$ cat config.mk
export PLATFORM = sky130hd
export DESIGN_NAME = signed_int_to_decimal_ascii_top_flat
export DESIGN_NICKNAME = d
export VERILOG_FILES = /design/src/hw/rtl/sitda_pkg.sv /design/src/hw/rtl/sitda_in_if.sv /design/src/hw/rtl/sitda_out_if.sv /design/src/hw/rtl/sitda_cell.sv /design/src/hw/rtl/signed_int_to_decimal_ascii_top.sv /design/src/flat_wrapper.sv
export SDC_FILE = /design/constraint.sdc
export NUM_CORES = 1
export LEC_CHECK = 0
export ABC_AREA = 1
export BUFFER_PORTS_ARGS = -buffer_cell sky130_fd_sc_hd__buf_2
export CORE_MARGIN = 2
export CORE_UTILIZATION = 55
export CTS_CLUSTER_SIZE = 10
export DETAILED_ROUTE_END_ITERATION = 10
export PLACE_DENSITY = 0.82
export SLEW_MARGIN = 15
export SYNTH_ARGS = -nofsm -noshare
export SYNTH_HDL_FRONTEND = slang
export SYNTH_SLANG_ARGS = --single-unit
$ cat constraint.sdc
create_clock -name clk_i -period 2.8 [get_ports clk_i]
set_input_delay 0 -clock clk_i [delete_from_list [all_inputs] [get_ports clk_i]]
set_output_delay 0 -clock clk_i [all_outputs]
set_load 0.005 [all_outputs]
$ cat src/hw/rtl/sitda_pkg.sv
`timescale 1ns / 1ps
// Shared types and character codes for the signed integer to decimal text converter.
package sitda_pkg;

  localparam int unsigned DigitW = 4;

  localparam logic [7:0] CharPad   = 8'd11;
  localparam logic [7:0] CharMinus = 8'd45;
  localparam logic [7:0] CharZero  = 8'd48;

  // Operation of one BCD digit cell in a cycle.
  typedef enum logic [1:0] {
    CELL_HOLD,
    CELL_CLEAR,
    CELL_DABBLE,
    CELL_SHIFT
  } cell_mode_e;

  typedef enum logic [2:0] {
    ST_IDLE,
    ST_CONV,
    ST_NORM,
    ST_PAD,
    ST_SIGN,
    ST_DIGITS
  } state_e;

endpackage

$ cat src/hw/rtl/sitda_in_if.sv
`timescale 1ns / 1ps
// Input channel: number to convert and minimum field width.
interface sitda_in_if #(
  parameter int unsigned DataWidth = 32
);
  logic                        valid;
  logic                        ready;
  logic signed [DataWidth-1:0] value;
  logic        [4:0]           min_width;

  modport source (output valid, output value, output min_width, input ready);
  modport sink   (input valid, input value, input min_width, output ready);
endinterface

$ cat src/hw/rtl/sitda_out_if.sv
`timescale 1ns / 1ps
// Output channel: one ASCII character per word, with end-of-run marker.
interface sitda_out_if;
  logic       valid;
  logic       ready;
  logic [7:0] character;
  logic       last;

  modport source (output valid, output character, output last, input ready);
  modport sink   (input valid, input character, input last, output ready);
endinterface

$ cat src/hw/rtl/sitda_cell.sv
`timescale 1ns / 1ps
// One BCD digit cell: add-3 and shift during conversion, whole-digit shift during output.
module sitda_cell (
  input  logic                     clk_i,
  input  sitda_pkg::cell_mode_e    mode_i,
  input  logic                     bit_i,
  input  logic [sitda_pkg::DigitW-1:0] digit_i,
  output logic                     carry_o,
  output logic [sitda_pkg::DigitW-1:0] digit_o
);
  import sitda_pkg::*;

  logic [DigitW-1:0] digit_q, digit_d, adj;

  // Correct the digit before the doubling so it stays in BCD.
  assign adj     = (digit_q >= DigitW'(5)) ? digit_q + DigitW'(3) : digit_q;
  assign carry_o = adj[DigitW-1];
  assign digit_o = digit_q;

  always_comb begin
    unique case (mode_i)
      CELL_HOLD:   digit_d = digit_q;
      CELL_CLEAR:  digit_d = '0;
      CELL_DABBLE: digit_d = {adj[DigitW-2:0], bit_i};
      CELL_SHIFT:  digit_d = digit_i;
      default:     digit_d = digit_q;
    endcase
  end

  always_ff @(posedge clk_i) begin
    digit_q <= digit_d;
  end

endmodule

$ cat src/hw/rtl/signed_int_to_decimal_ascii_top.sv
`timescale 1ns / 1ps
// Signed integer to decimal ASCII text: after the word is taken, its magnitude is
// shifted with add-3 correction through a chain of BCD digit cells, then the top
// digit is checked and leading zero digits are dropped (up to 9 at 32 bits), then
// the characters (pads, sign, digits) are loaded into the output register at one
// per cycle while the sink keeps up; a new word is taken the cycle after the last
// character is loaded.
module signed_int_to_decimal_ascii_top #(
  parameter int unsigned DATA_WIDTH = 32,
  parameter int unsigned MAX_WIDTH  = 31
) (
  input  logic        clk_i,
  input  logic        rst_ni,
  sitda_in_if.sink    in_i,
  sitda_out_if.source out_o
);
  import sitda_pkg::*;

  // Digits needed for any DATA_WIDTH-bit magnitude.
  localparam int unsigned NDIG = (DATA_WIDTH * 30103) / 100000 + 1;
  localparam int unsigned NW   = $clog2(NDIG + 1);
  localparam int unsigned BW   = $clog2(DATA_WIDTH + 1);
  localparam int unsigned MW   = $clog2(MAX_WIDTH + 1);
  localparam int unsigned CW   = (MW > 5) ? MW : 5;

  state_e                state_q, state_d;
  cell_mode_e            mode;
  logic [DATA_WIDTH-1:0] mag_q, mag_d, raw;
  logic [BW-1:0]         bit_cnt_q, bit_cnt_d;
  logic [NW-1:0]         ndig_q, ndig_d;
  logic [CW-1:0]         pad_q, pad_d;
  logic [4:0]            minw_q, minw_d;
  logic                  neg_q, neg_d;
  logic                  ov_q, ov_d;
  logic [7:0]            ch_q, ch_d;
  logic                  last_q, last_d;
  logic                  emit;
  logic [CW-1:0]         lim, tlen, pads;

  logic [NDIG-1:0]        carry;
  logic [DigitW-1:0]      digit [NDIG];
  logic [DigitW-1:0]      top_digit;

  for (genvar i = 0; i < NDIG; i++) begin : g_cell
    logic              bit_in;
    logic [DigitW-1:0] digit_in;
    if (i == 0) begin : g_first
      assign bit_in   = mag_q[DATA_WIDTH-1];
      assign digit_in = '0;
    end else begin : g_next
      assign bit_in   = carry[i-1];
      assign digit_in = digit[i-1];
    end
    sitda_cell u_cell (
      .clk_i   (clk_i),
      .mode_i  (mode),
      .bit_i   (bit_in),
      .digit_i (digit_in),
      .carry_o (carry[i]),
      .digit_o (digit[i])
    );
  end

  assign top_digit = digit[NDIG-1];
  assign raw       = DATA_WIDTH'(in_i.value);

  // Clamp the field width, then pad only what the text leaves over.
  assign lim  = (CW'(minw_q) > CW'(MAX_WIDTH)) ? CW'(MAX_WIDTH) : CW'(minw_q);
  assign tlen = CW'(ndig_q) + CW'(neg_q);
  assign pads = (lim > tlen) ? lim - tlen : '0;

  assign emit         = !ov_q || out_o.ready;
  assign in_i.ready   = (state_q == ST_IDLE);
  assign out_o.valid     = ov_q;
  assign out_o.character = ch_q;
  assign out_o.last      = last_q;

  always_comb begin
    state_d   = state_q;
    mode      = CELL_HOLD;
    mag_d     = mag_q;
    bit_cnt_d = bit_cnt_q;
    ndig_d    = ndig_q;
    pad_d     = pad_q;
    minw_d    = minw_q;
    neg_d     = neg_q;
    ov_d      = ov_q && !out_o.ready;
    ch_d      = ch_q;
    last_d    = last_q;
    unique case (state_q)
      ST_IDLE: begin
        if (in_i.valid) begin
          neg_d     = raw[DATA_WIDTH-1];
          mag_d     = raw[DATA_WIDTH-1] ? (~raw + DATA_WIDTH'(1)) : raw;
          minw_d    = in_i.min_width;
          bit_cnt_d = BW'(DATA_WIDTH);
          ndig_d    = NW'(NDIG);
          mode      = CELL_CLEAR;
          state_d   = ST_CONV;
        end
      end
      ST_CONV: begin
        mode      = CELL_DABBLE;
        mag_d     = {mag_q[DATA_WIDTH-2:0], 1'b0};
        bit_cnt_d = bit_cnt_q - BW'(1);
        if (bit_cnt_q == BW'(1)) begin
          state_d = ST_NORM;
        end
      end
      ST_NORM: begin
        // Drop leading zero digits, keeping at least one.
        if (top_digit != '0 || ndig_q == NW'(1)) begin
          pad_d = pads;
          if (pads != '0) begin
            state_d = ST_PAD;
          end else if (neg_q) begin
            state_d = ST_SIGN;
          end else begin
            state_d = ST_DIGITS;
          end
        end else begin
          mode   = CELL_SHIFT;
          ndig_d = ndig_q - NW'(1);
        end
      end
      ST_PAD: begin
        if (emit) begin
          ov_d   = 1'b1;
          ch_d   = CharPad;
          last_d = 1'b0;
          pad_d  = pad_q - CW'(1);
          if (pad_q == CW'(1)) begin
            state_d = neg_q ? ST_SIGN : ST_DIGITS;
          end
        end
      end
      ST_SIGN: begin
        if (emit) begin
          ov_d    = 1'b1;
          ch_d    = CharMinus;
          last_d  = 1'b0;
          state_d = ST_DIGITS;
        end
      end
      ST_DIGITS: begin
        if (emit) begin
          ov_d   = 1'b1;
          ch_d   = CharZero + 8'(top_digit);
          last_d = (ndig_q == NW'(1));
          mode   = CELL_SHIFT;
          ndig_d = ndig_q - NW'(1);
          if (ndig_q == NW'(1)) begin
            state_d = ST_IDLE;
          end
        end
      end
      default: state_d = ST_IDLE;
    endcase
  end

  always_ff @(posedge clk_i or negedge rst_ni) begin
    if (!rst_ni) begin
      state_q <= ST_IDLE;
      ov_q    <= 1'b0;
    end else begin
      state_q <= state_d;
      ov_q    <= ov_d;
    end
  end

  always_ff @(posedge clk_i) begin
    mag_q     <= mag_d;
    bit_cnt_q <= bit_cnt_d;
    ndig_q    <= ndig_d;
    pad_q     <= pad_d;
    minw_q    <= minw_d;
    neg_q     <= neg_d;
    ch_q      <= ch_d;
    last_q    <= last_d;
  end

endmodule

$ cat src/flat_wrapper.sv
// flat-port wrapper written by rule: the top's interface ports become plain ports
module signed_int_to_decimal_ascii_top_flat import sitda_pkg::*;
#(
  parameter int unsigned DATA_WIDTH = 32,
  parameter int unsigned MAX_WIDTH  = 31
)
  (clk_i, rst_ni, in_i_valid, in_i_value, in_i_min_width, in_i_ready, out_o_valid, out_o_character, out_o_last, out_o_ready);
  sitda_in_if in_i_i ();
  sitda_out_if out_o_i ();
  input  logic clk_i;
  input  logic rst_ni;
  input wire logic [$bits(in_i_i.valid)-1:0] in_i_valid;
  input wire logic [$bits(in_i_i.value)-1:0] in_i_value;
  input wire logic [$bits(in_i_i.min_width)-1:0] in_i_min_width;
  output wire logic [$bits(in_i_i.ready)-1:0] in_i_ready;
  output wire logic [$bits(out_o_i.valid)-1:0] out_o_valid;
  output wire logic [$bits(out_o_i.character)-1:0] out_o_character;
  output wire logic [$bits(out_o_i.last)-1:0] out_o_last;
  input wire logic [$bits(out_o_i.ready)-1:0] out_o_ready;
  assign in_i_i.valid = in_i_valid;
  assign in_i_i.value = in_i_value;
  assign in_i_i.min_width = in_i_min_width;
  assign in_i_ready = in_i_i.ready;
  assign out_o_valid = out_o_i.valid;
  assign out_o_character = out_o_i.character;
  assign out_o_last = out_o_i.last;
  assign out_o_i.ready = out_o_ready;
  signed_int_to_decimal_ascii_top #(.DATA_WIDTH(DATA_WIDTH), .MAX_WIDTH(MAX_WIDTH)) u_core (.clk_i(clk_i), .rst_ni(rst_ni), .in_i(in_i_i), .out_o(out_o_i));
endmodule
# After elaboration in Yosys (flattened, before gate mapping)
# Cells that the tools add are included.
[totals]
input_bits = 41
ff_bits = 106
output_inout_bits = 11
elab_cells = 153
[op_classes]
bitwise_logic = 1
eq_ne = 21
addsub = 17
magnitude_cmp = 12
reduce_logical = 24
n_mux = 58
[op_table]
columns = ["cell", "n"]
rows = [
  ["case mux 4 bit (3 select lines)", 10],
  ["2-to-1 mux 32 bit", 2],
  ["case mux 32 bit (2 select lines)", 1],
  ["2-to-1 mux 4 bit", 12],
  [">= comparator 4 x 3 -> 1 bit, second input constant", 10],
  ["adder 4 x 2 -> 4 bit, second input constant", 9],
  ["adder 32 x 1 -> 32 bit, second input constant", 1],
  ["NOT 32 bit", 1],
  ["2-to-1 mux 3 bit", 10],
  ["2-to-1 mux 8 bit", 3],
  ["case mux 8 bit (3 select lines)", 1],
  ["2-to-1 mux 5 bit", 4],
  ["case mux 3 bit (6 select lines)", 1],
  ["inequality test 2 x 1 -> 1 bit, second input constant", 8],
  ["case mux 6 bit (2 select lines)", 1],
  ["case mux 5 bit (2 select lines)", 1],
  ["case mux 2 bit (4 select lines)", 1],
  ["case mux 4 bit (2 select lines)", 1],
  ["AND reduction 4 bit", 2],
  ["AND reduction 8 bit", 1],
  ["adder 6 x 4 -> 7 bit, first input constant", 1],
  ["equality test 3 x 2 -> 1 bit, second input constant", 2],
  ["equality test 3 bit, second input constant", 2],
  ["equality test 6 x 1 -> 1 bit, second input constant", 1],
  ["31 further kinds", 47],
]

# Longest topological paths before layout
# Gate-level depths: netlist of run 1.
[logic_depth]
depth_word = 8
mapped_depth = 15
ltp_nobuf = 15

# By module
# From an unflattened synthesis of run 1, not the netlist that was laid out.
[unflattened]
hier_cells = 895
area_unflattened_um2 = 7247.0
[modules_own_cells]
columns = ["module", "area_each_um2", "instances", "cells_per_inst", "seq_area_each_um2"]
rows = [
  ["signed_int_to_decimal_ascii_top", 4144.0, 1, 515, 1901.8],
  ["sitda_cell", 310.3, 10, 38, 120.1],
]

# Worst setup path after synthesis of run 1
# No wires, ideal clock.
[synth_timing]
kind = "register to register"
from = "register u_core.ndig_q[1]"
to = "register u_core.g_cell[0].u_cell.digit_q[0] (enable)"
setup_time_ns = 0.634
period_less_slack_ns = 2.845
arrival_ns = 2.211
required_time_ns = 2.166
path_buffers = 1
setup_slack_ns = -0.045
stages_incl_launch_ff = 11
cell_sequence = "edfxtp_1 > inv_1 > ha_1 > nand3_1 > nand3_1 > nor2_4 > inv_6 > nand2_8 > inv_4 > buf_6 > nand3_1"
[synth_between]
elab_chain_cells = 5
[synth_lines]
columns = ["element", "line_no", "text"]
rows = [
  ["start: declaration", "signed_int_to_decimal_ascii_top.sv:30", "logic [NW-1:0] ndig_q, ndig_d;"],
  ["start signal: assignment", "signed_int_to_decimal_ascii_top.sv:174", "ndig_q <= ndig_d;"],
  ["equality test 4 x 1 -> 1 bit", "signed_int_to_decimal_ascii_top.sv:112", "if (top_digit != '0 || ndig_q == NW'(1)) begin"],
  ["logical OR 1 bit", "signed_int_to_decimal_ascii_top.sv:112", ""],
  ["2-to-1 mux 2 bit", "signed_int_to_decimal_ascii_top.sv:112", ""],
  ["case mux 2 bit (4 select lines)", "signed_int_to_decimal_ascii_top.sv:90", "unique case (state_q)"],
  ["zero test 2 bit", "sitda_cell.sv:21", "unique case (mode_i)"],
  ["end signal: assignment", "sitda_cell.sv:31", "digit_q <= digit_d;"],
  ["end: declaration", "sitda_cell.sv:13", "logic [DigitW-1:0] digit_q, digit_d, adj;"],
]
# Every way passes these cells.
# A chain may end at the register's enable or synchronous reset.

# Worst setup path after layout of run 1
[layout_timing]
from = "register u_core.ndig_q[0]"
to = "register u_core.state_q[1]"
[layout_between]
elab_chain_cells = 7
word_cells_on_any_way = 13
classes_between = "add/sub: 2; order compare: 1; eq/ne: 3; mux: 4; reduce/logical: 3"
[layout_lines]
columns = ["element", "line_no", "text"]
rows = [
  ["adder 4 x 1 -> 5 bit", "signed_int_to_decimal_ascii_top.sv:69", "assign tlen = CW'(ndig_q) + CW'(neg_q);"],
  ["subtractor 5 bit / > comparator 5 bit (equally long branches)", "signed_int_to_decimal_ascii_top.sv:70", "assign pads = (lim > tlen) ? lim - tlen : '0;"],
  ["2-to-1 mux 5 bit", "signed_int_to_decimal_ascii_top.sv:70", ""],
  ["nonzero test 5 bit", "signed_int_to_decimal_ascii_top.sv:114", "if (pads != '0) begin"],
  ["2-to-1 mux 3 bit", "signed_int_to_decimal_ascii_top.sv:114", ""],
  ["2-to-1 mux 3 bit", "signed_int_to_decimal_ascii_top.sv:112", ""],
  ["case mux 3 bit (6 select lines)", "signed_int_to_decimal_ascii_top.sv:90", ""],
  ["end signal: assignment", "signed_int_to_decimal_ascii_top.sv:166", "state_q <= state_d;"],
  ["end: declaration", "signed_int_to_decimal_ascii_top.sv:26", "state_e state_q, state_d;"],
]
# Several ways; a longest one is shown, not always the timed one. The select of a mux whose other input is x is not followed.

==> qor.txt, run 1 <==
Status - finished, final reports clean
Nets@finish - 906
Power Density - 1120 mW/mm^2
Gates resized, CTS repair - 0
Post-layout min period - 2450 ps
Synth warn - 0
Worst setup margin - 348 ps
Crit share post-route - 87.6%
Avg Cell Area, Syn - 8.83 um^2
Chip width - 116 um
R2R Path Start - u_core.ndig_q[0]$_SDFFCE_PN0P_
Port buffer count - 49
Place WS - 382 ps
Min-delay src - in_i_value[26]
Layout cells sized above 1 - 15.6%
Row cnt - 40
Largest net degree at the start of global routing - 62
Cell depth of the worst flop-to-flop path - 14
Met3 wire length - 617 um
Top-count cell post-synth - nand2_1
Total power draw - 0.00849 W
Clock Sinks - 104
Post-synth ARST share - 3.85%
Achievable Freq - 0.408 GHz
WHS Path Cells - 4
R2R Setup Slk - 350 ps
Total gr overflow - 0
Die Span Y - 116 um
# setup viols final - 0
Ys flop type - edfxtp_1
Antenna cells - 0
Syn Std Cell Area - 0.00688 mm^2
CTS tree - yes
Synth Instances - 779
Area Overhead vs Synth - 10.7%
#FFs+latches synth - 104
Biggest area consumer among synthesized cells - edfxtp_1
Max cap viols - 0
Metal2 WL - 6310 um
DR WL/cell - 13.1 um
Clk_lat worst skew - 350 ps
Post-DP Area - 0.00723 mm^2
WL final - 13100 um
Clock root buffer - clkbuf_16
Post-CTS Setup Bufs - 0
H-Tree Depth - 3
Synth cell types - 46
Critical R2R Capture - u_core.state_q[1]$_DFFE_PN0P_
Pleak - 3.31 nW
Rel. slew slack - 60.9%
Clock Path Buffers - 2
Initial antenna violation count - 0
Placer Congestion - 0.872
Final count of pins violating max slew - 0
Hold Slack - 17.2 ps
Num ports - 52
Post-synth EDFFs - 100
All-Layer GR Usage - 20.8%
First-pass GRT wire length - 22100 um
Worst min path class - input port to flip-flop
Antenna Nets Post-Route - 0
WS Path Type - flip-flop to flip-flop
DR top layer - met4
CP endpoint kind - flip-flop
Final hold violations - 0
Crit path launch type - flip-flop
Critical Path AT - 2750 ps
RSZ-0062 raised after global routing - false
Initial Utilization - 56.8%
Clk pin slew, worst setup/hold paths - 70 ps
Worst Hold Path EP - u_core.mag_q[26]$_DFFE_PP_
DP HPWL - 9290 um
Worst EP required - 3090 ps
Worst ir drop on vdd - 478 uV
Die area - 0.0134 mm^2
CTS buffer count - 9
Sequential fraction of the synthesis area - 45.1%
M1 WL - 6020 um
Largest cells by area after synthesis - edfxtp_1 44%, nand2_1 9.1%, ha_1 6.2%
DR pass1 iterations - 5
Synth top cells by count - 167 x nand2_1, 112 x inv_1, 100 x edfxtp_1, 73 x o21ai_0, 58 x nor2_1
Setup tns final - 0 ps
DRC errors left - 0
Least-Margin Pin Slew - 586 ps
Hold Buf Count CTS - 9
Vias/cell - 5.30
1st-iter DRT viols - 342
Final Skew - 6.52 ps
Final instance area - 0.00761 mm^2
Via count - 5314
Core area - 0.0121 mm^2
Via count of the first global-routing pass - 5013
Synth top area share - 43.7%
CP max FO - 6
[metrics by stage]
| step | util (%) | std cells |
|---|---|---|
| after detailed placement | 59.7 | 978 |
| after global placement | 59.7 | 978 |
| after floorplan | - | 780 |
| after global routing | 62.8 | 1003 |
| after CTS | 62.8 | 1003 |
| final | 62.8 | 1003 |
[flip-flops by register name, summed over array words and instances, names as in the netlist]
name	flops
u_core.state_q	3
u_core.pad_q	5
u_core.ndig_q	4
u_core.g_cell.u_cell.digit_o	40
u_core.bit_cnt_q	6
u_core.out_o.character	6
u_core.out_o.valid	1
u_core.out_o.last	1
u_core.neg_q	1
u_core.mag_q	32
u_core.minw_q	5
[worst max-delay path, cell delays in order, from the launching register on]
cell	delay, ps
edfxtp_1	450
ha_1	230
ha_1	220
xnor2_1	140
ha_1	390
inv_1	60
nand2_1	80
nand3_1	120
a21oi_2	260
o21ai_1	130
nand3_1	90
nand2_1	70
nand2_1	60
nand2_1	60
nand2_1	50
[power by group]
part | internal (W) | leakage [nW] | total, W | switching (W)
Clock | 0.000689 | 0.138 | 0.00125 | 0.000557
Sequential | 0.00289 | 1.02 | 0.00333 | 0.000449
Combinational | 0.00134 | 2.15 | 0.00391 | 0.00256
[layout make-up]
class                   instances  area [um^2]
clock buffers                  10          229
flip-flops and latches        104         3100
repair buffers                 64          380
multi-input cells             530         3160
clock inverters                 6         60.1
fillers                      1015         4500
inverters                     121          462
well taps                     168          210
[cell families (layout without fill, tap and decap cells)]
family | count (synthesis) | in the layout | share of synthesized area [%]
AOI/OAI and AO/OA | 141 | 141 | 14.3
xor gates and xnor gates | 39 | 39 | 4.97
adders and majority gates | 35 | 35 | 6.48
buffers and inverters | 146 | 201 | 8.97
DFF | 104 | 104 | 45.1
other | 1 | 2 | 0.0545
and+or+nand+nor | 313 | 313 | 20.1
[how the worst max path moves through the flow]
stage | start | endpoint | slack [ps]
finish | u_core.ndig_q[0]$_SDFFCE_PN0P_ | u_core.state_q[1]$_DFFE_PN0P_ | 350
global route | u_core.ndig_q[0]$_SDFFCE_PN0P_ | u_core.state_q[0]$_DFFE_PN0P_ | 150
CTS | u_core.ndig_q[0]$_SDFFCE_PN0P_ | u_core.state_q[0]$_DFFE_PN0P_ | 370
detailed placement | u_core.ndig_q[0]$_SDFFCE_PN0P_ | u_core.state_q[0]$_DFFE_PN0P_ | 380
global placement | u_core.ndig_q[0]$_SDFFCE_PN0P_ | u_core.state_q[1]$_DFFE_PN0P_ | 470
floorplan | u_core.state_q[2]$_DFFE_PN0P_ | u_core.bit_cnt_q[0]$_SDFFCE_PN0P_ | 380
[metal layers]
layer	track usage [%]	vias up
li1	-	2705
met1	27.0	2459
met2	35.2	136
met3	4.34	14
met4	6.35	0
met5	0	-
[cell usage in the layout (no fill, tap or decap), types with 14 or more instances in the layout]
master / synthesis / layout
a21oi_1: 24 / 24
o32ai_2: 14 / 14
o21ai_0: 73 / 73
buf_2: 6 / 49
inv_1: 112 / 112
ha_1: 34 / 34
edfxtp_1: 100 / 100
xor2_1: 32 / 32
nand3_1: 46 / 45
nor2_1: 58 / 58
nand2_1: 167 / 167
No activity file was read; power rests on OpenSTA's default activity.
==> run 2: changes to the inputs <==
Settings changed: BUFFER_PORTS_ARGS -buffer_cell sky130_fd_sc_hd__buf_2 to unset, DONT_BUFFER_PORTS set to 1, PLACE_DENSITY 0.82 to 0.74.
==> run 2 against run 1 <==
  * Global-route usage rose by 1.2 points
  * Sequential share of layout area rose by 0.087 points
  * Clock power fell by 9%
  * Clock skew rose by 0.94 ps
  * Largest cell class unchanged
  * Die area did not move
  * Sequential cell count did not move
  * Non-clock buffer count fell by 23
  * Register-to-register slack got worse by 20 ps
  * Utilization fell by 0.13 points
  * Sequential power barely moved
  * Critical path type unchanged
==> qor.txt, run 2 (synthesis gave the netlist of run 1 again) <==
Final Skew - 7.47 ps
Initial antenna violation count - 0
Nets@finish - 883
Layout Cells excl Fill - 979
Status - finished, final reports clean
H-Tree Depth - 3
# setup viols final - 0
Final hold violations - 0
Crit path launch type - flip-flop
WS Path Type - flip-flop to flip-flop
Die Span Y - 116 um
Initial Utilization - 56.8%
All-Layer GR Usage - 21.9%
Pleak - 3.22 nW
Antenna cells - 0
Worst EP required - 3100 ps
Max cap viols - 0
Rel. slew slack - 61.5%
Clock Path Buffers - 2
Chip width - 116 um
DR WL/cell - 14.1 um
Final core occ - 62.7%
Clock Sinks - 104
Critical-path top delay cell - edfxtp_1
Worst path bufs/invs - 1
Layout cells sized above 1 - 9.99%
Core area - 0.0121 mm^2
1st-iter DRT viols - 330
DP HPWL - 9680 um
Total gr overflow - 0
Cell Chain, Critical Path - ha_1 -> ha_1 -> xnor2_1 -> ha_1 -> inv_1 -> nand2_1 -> nand3_1 -> a21oi_2 -> nand2_1 -> nand3_1 -> nand2_1 -> nand2_1 -> nand2_1 -> nand2_1
Crit share post-route - 88.3%
Port buffer count - 0
Inst Count DP - 930
Least-Margin Pin Slew - 578 ps
Clk pin slew, worst setup/hold paths - 70 ps
DR pass1 iterations - 5
Antenna Nets Post-Route - 0
CP endpoint kind - flip-flop
Final count of pins violating max slew - 0
Hold Slack - 6.55 ps
RSZ-0062 raised after global routing - false
Gates resized, CTS repair - 0
Vias/cell - 5.39
Post-layout min period - 2470 ps
CP dominant cell by count - nand2_1
Achievable Freq - 0.405 GHz
CP delay by family, top - adder cells
DRC errors left - 0
Largest net degree at the start of global routing - 62
Via count of the first global-routing pass - 5309
Clock root buffer - clkbuf_16
Max FFs per register - 40
Slowest stage delay, CP - 460 ps
Commonest non-fill, non-tap cell in the layout - nand2_1
Setup tns final - 0 ps
Worst min path class - input port to flip-flop
CP max FO - 6
Num ports - 52
Clk_lat worst skew - 360 ps
Critical Path AT - 2770 ps
Die area - 0.0134 mm^2
Row cnt - 40
Placer Congestion - 0.886
Worst ir drop on vdd - 539 uV
CTS tree - yes
CTS buffer count - 9
First-pass GRT wire length - 23400 um
Most frequent cells in the layout - 167 x nand2_1, 112 x inv_1, 100 x edfxtp_1, 73 x o21ai_0, 58 x nor2_1
Area Overhead vs Synth - 10.4%
Power Density - 1110 mW/mm^2
WL final - 13800 um
Via count - 5272
## run 2: per-stage QoR
| step | setup slack (ps) | total power (W) | area (um^2) |
|---|---|---|---|
| 6_report | 328 | 0.00841 | 7590 |
| 3_3_place_gp | 483 | 0.00697 | 6990 |
| 4_1_cts | 338 | 0.00842 | 7590 |
| 2_1_floorplan | 384 | 0.00635 | 6880 |
| 3_5_place_dp | 353 | 0.00722 | 6990 |
| 5_1_grt | 101 | 0.00912 | 7590 |
## run 2: what timing repair did
| action | CTS | global route |
|---|---|---|
| endpoints found under the setup margin | 0 | 0 |
| hold endpoints to repair | 38 | 0 |
| hold buffers | 34 | 0 |
| setup buffers | 0 | 0 |
## run 2: layout make-up
type / count / area (um^2)
timing repair buffer: 41 / 393
inverter: 121 / 462
clock buffer: 9 / 225
fill: 997 / 4520
tap: 168 / 210
clock inverter: 6 / 35.0
sequential: 104 / 3100
multi-input combinational: 530 / 3160
## run 2: worst register-to-register path, stage by stage (launching register included)
cell and delay (ps):
edfxtp_1 460, ha_1 230, ha_1 230, xnor2_1 140, ha_1 400, inv_1 60, nand2_1 80, nand3_1 120
a21oi_2 260, nand2_1 120, nand3_1 100, nand2_1 60, nand2_1 60, nand2_1 50, nand2_1 50
## run 2: final timing paths
kind | start | end | slack (ps) | cells past startpoint
setup reg to reg | u_core.ndig_q[0]$_SDFFCE_PN0P_ | u_core.state_q[1]$_DFFE_PN0P_ | 330 | 14
hold reg to reg | u_core.mag_q[17]$_DFFE_PP_ | u_core.mag_q[18]$_DFFE_PP_ | 530 | 2
min in group asynchronous | rst_ni | u_core.out_o.valid$_DFF_PN0_ | 440 | 2
setup / recovery | u_core.ndig_q[0]$_SDFFCE_PN0P_ | u_core.state_q[1]$_DFFE_PN0P_ | 330 | 14
hold / removal | in_i_value[31] | u_core.mag_q[5]$_DFFE_PP_ | 7 | 3
max in group asynchronous | rst_ni | u_core.state_q[2]$_DFFE_PN0P_ | 2200 | 2
## run 2: power breakdown
| group | switching [W] | internal, W | total (W) |
|---|---|---|---|
| clock | 0.000548 | 0.000593 | 0.00114 |
| combinational | 0.00257 | 0.00134 | 0.00391 |
| sequential | 0.000474 | 0.00289 | 0.00336 |
| total | 0.00359 | 0.00482 | 0.00841 |
## run 2: per-layer routing
layer | vias to the layer above | track usage (%) | part of all wire, %
met3 | 32 | 3.71 | 4.4
met2 | 147 | 36.7 | 48
li1 | 2662 | - | -
met1 | 2431 | 27.8 | 45
met4 | 0 | 10.7 | 2.3
met5 | - | 0 | 0
==> run 3: changes to the inputs <==
Settings changed: CORE_UTILIZATION 55 to 30, PLACE_DENSITY 0.74 to 0.46.
==> run 3 against run 2 <==
  * Final cell count grew 12%
  * Wire length grew 5.3%
  * Count of clock-buffer cells in the layout is the same
  * Fmax grew 2.8%
  * Clock power grew 5%
  * Non-clock buffer count grew 2
  * Register-to-register slack gained 70 ps
  * Clock skew grew 4.0 ps
  * Hold slack gained 16 ps
  * First-iteration DRC count shrank 15%
  * Total power is essentially flat
  * Critical endpoint unchanged
  * Largest cell class unchanged
  * Largest power group unchanged
  * Highest routed layer unchanged
==> qor.txt, run 3 (synthesis gave the netlist of run 1 again) <==
CP max FO - 6
RSZ-0062 raised after global routing - false
Hold Buf Count CTS - 34
Placer Congestion - 0.805
WHS Path Cells - 4
Pleak - 3.23 nW
Antenna cells - 0
Place WS - 395 ps
Post-DP Area - 0.00715 mm^2
Core area - 0.0226 mm^2
Hold Slack - 22.8 ps
Vias/cell - 4.65
Row cnt - 55
Max FFs per register - 40
DRC errors left - 0
H-Tree Depth - 3
Clock root buffer - clkbuf_16
Die area - 0.0241 mm^2
Post-layout min period - 2410 ps
Initial Utilization - 30.5%
Clock Path Buffers - 2
Port buffer count - 0
Max cap viols - 0
Critical Path AT - 2700 ps
Setup tns final - 0 ps
WL final - 14600 um
Die Span Y - 155 um
DP HPWL - 10300 um
Worst EP required - 3090 ps
Total power draw - 0.00841 W
Worst min path class - input port to flip-flop
CP endpoint kind - flip-flop
Num ports - 52
Commonest non-fill, non-tap cell in the layout - nand2_1
Clock Sinks - 104
Final Skew - 11.4 ps
Worst setup margin - 394 ps
All-Layer GR Usage - 12.7%
Power Density - 1080 mW/mm^2
Rel. slew slack - 64.0%
Nets@finish - 885
CTS buffer count - 9
Post-CTS Setup Bufs - 0
Largest net degree at the start of global routing - 48
First-pass GRT wire length - 24800 um
Most frequent cells in the layout - 167 x nand2_1, 112 x inv_1, 100 x edfxtp_1, 73 x o21ai_0, 58 x nor2_1
Final hold violations - 0
DR WL/cell - 13.3 um
Antenna Nets Post-Route - 0
Worst ir drop on vdd - 393 uV
CTS tree - yes
Status - finished, final reports clean
Via count of the first global-routing pass - 5142
Crit share post-route - 85.9%
Clk_lat worst skew - 360 ps
Crit path launch type - flip-flop
1st-iter DRT viols - 279
Final count of pins violating max slew - 0
WS Path Type - flip-flop to flip-flop
Achievable Freq - 0.416 GHz
Layout cells sized above 1 - 10.3%
Area Overhead vs Synth - 12.9%
Gates resized, CTS repair - 0
Clk pin slew, worst setup/hold paths - 80 ps
Total gr overflow - 0
Final instance area - 0.00776 mm^2
Initial antenna violation count - 0
DR pass1 iterations - 4
Cell depth of the worst flop-to-flop path - 14
Chip width - 155 um
Least-Margin Pin Slew - 539 ps
Via count - 5106
# setup viols final - 0
## run 3: changes by cell type in the layout (fill, tap and decap cells not counted)
cell / previous run / this run
inv_6: 2 / 3
clkinvlp_4: 1 / 2
buf_4: 7 / 9
clkinv_2: 3 / 2
## run 3: cell type report
| cell class | count | area [um^2] |
|---|---|---|
| Fill cell | 2370 | 14800 |
| Multi-Input combinational cell | 530 | 3160 |
| Inverter | 121 | 462 |
| Sequential cell | 104 | 3100 |
| Timing Repair Buffer | 43 | 408 |
| Tap cell | 285 | 357 |
| Clock inverter | 7 | 46.3 |
| Clock buffer | 9 | 225 |
## run 3: path summary, 6_finish.rpt
path | end | startpoint | slack (ps)
setup / recovery | u_core.state_q[1]$_DFFE_PN0P_ | u_core.ndig_q[0]$_SDFFCE_PN0P_ | 390
hold / removal | u_core.mag_q[18]$_DFFE_PP_ | in_i_value[18] | 20
setup reg to reg | u_core.state_q[1]$_DFFE_PN0P_ | u_core.ndig_q[0]$_SDFFCE_PN0P_ | 390
hold reg to reg | u_core.mag_q[18]$_DFFE_PP_ | u_core.mag_q[17]$_DFFE_PP_ | 520
max in group asynchronous | u_core.state_q[1]$_DFFE_PN0P_ | rst_ni | 2150
min in group asynchronous | u_core.state_q[2]$_DFFE_PN0P_ | rst_ni | 470
## run 3: report_power, final
part           leakage [nW]  internal, W  switching [W]
logic                  2.07      0.00135        0.00253
clock network         0.130     0.000604       0.000597
registers              1.02      0.00289       0.000448
total                  3.23      0.00484        0.00357
## run 3: layer usage
| metal | track usage (%) | part of all wire, % | vias up |
|---|---|---|---|
| met2 | 20.9 | 46 | 86 |
| li1 | - | - | 2661 |
| met5 | 0 | 0 | - |
| met4 | 3.15 | 1.1 | 0 |
| met1 | 16.7 | 49 | 2348 |
| met3 | 3.40 | 3.8 | 11 |
## run 3: per-stage QoR
stage,util (%),instances
after floorplan,-,780
after global placement,31.7,1049
after detailed placement,31.7,1049
after CTS,34.4,1099
after global routing,34.4,1099
final,34.4,1099
## run 3: worst max-delay path: stages, from the launching register on
cell,delay [ps]
edfxtp_1,450
ha_1,230
ha_1,220
xnor2_1,130
ha_1,390
inv_1,60
nand2_1,80
nand3_1,110
a21oi_2,240
o21ai_1,130
nand3_1,80
nand2_1,60
nand2_1,60
nand2_1,50
nand2_1,50
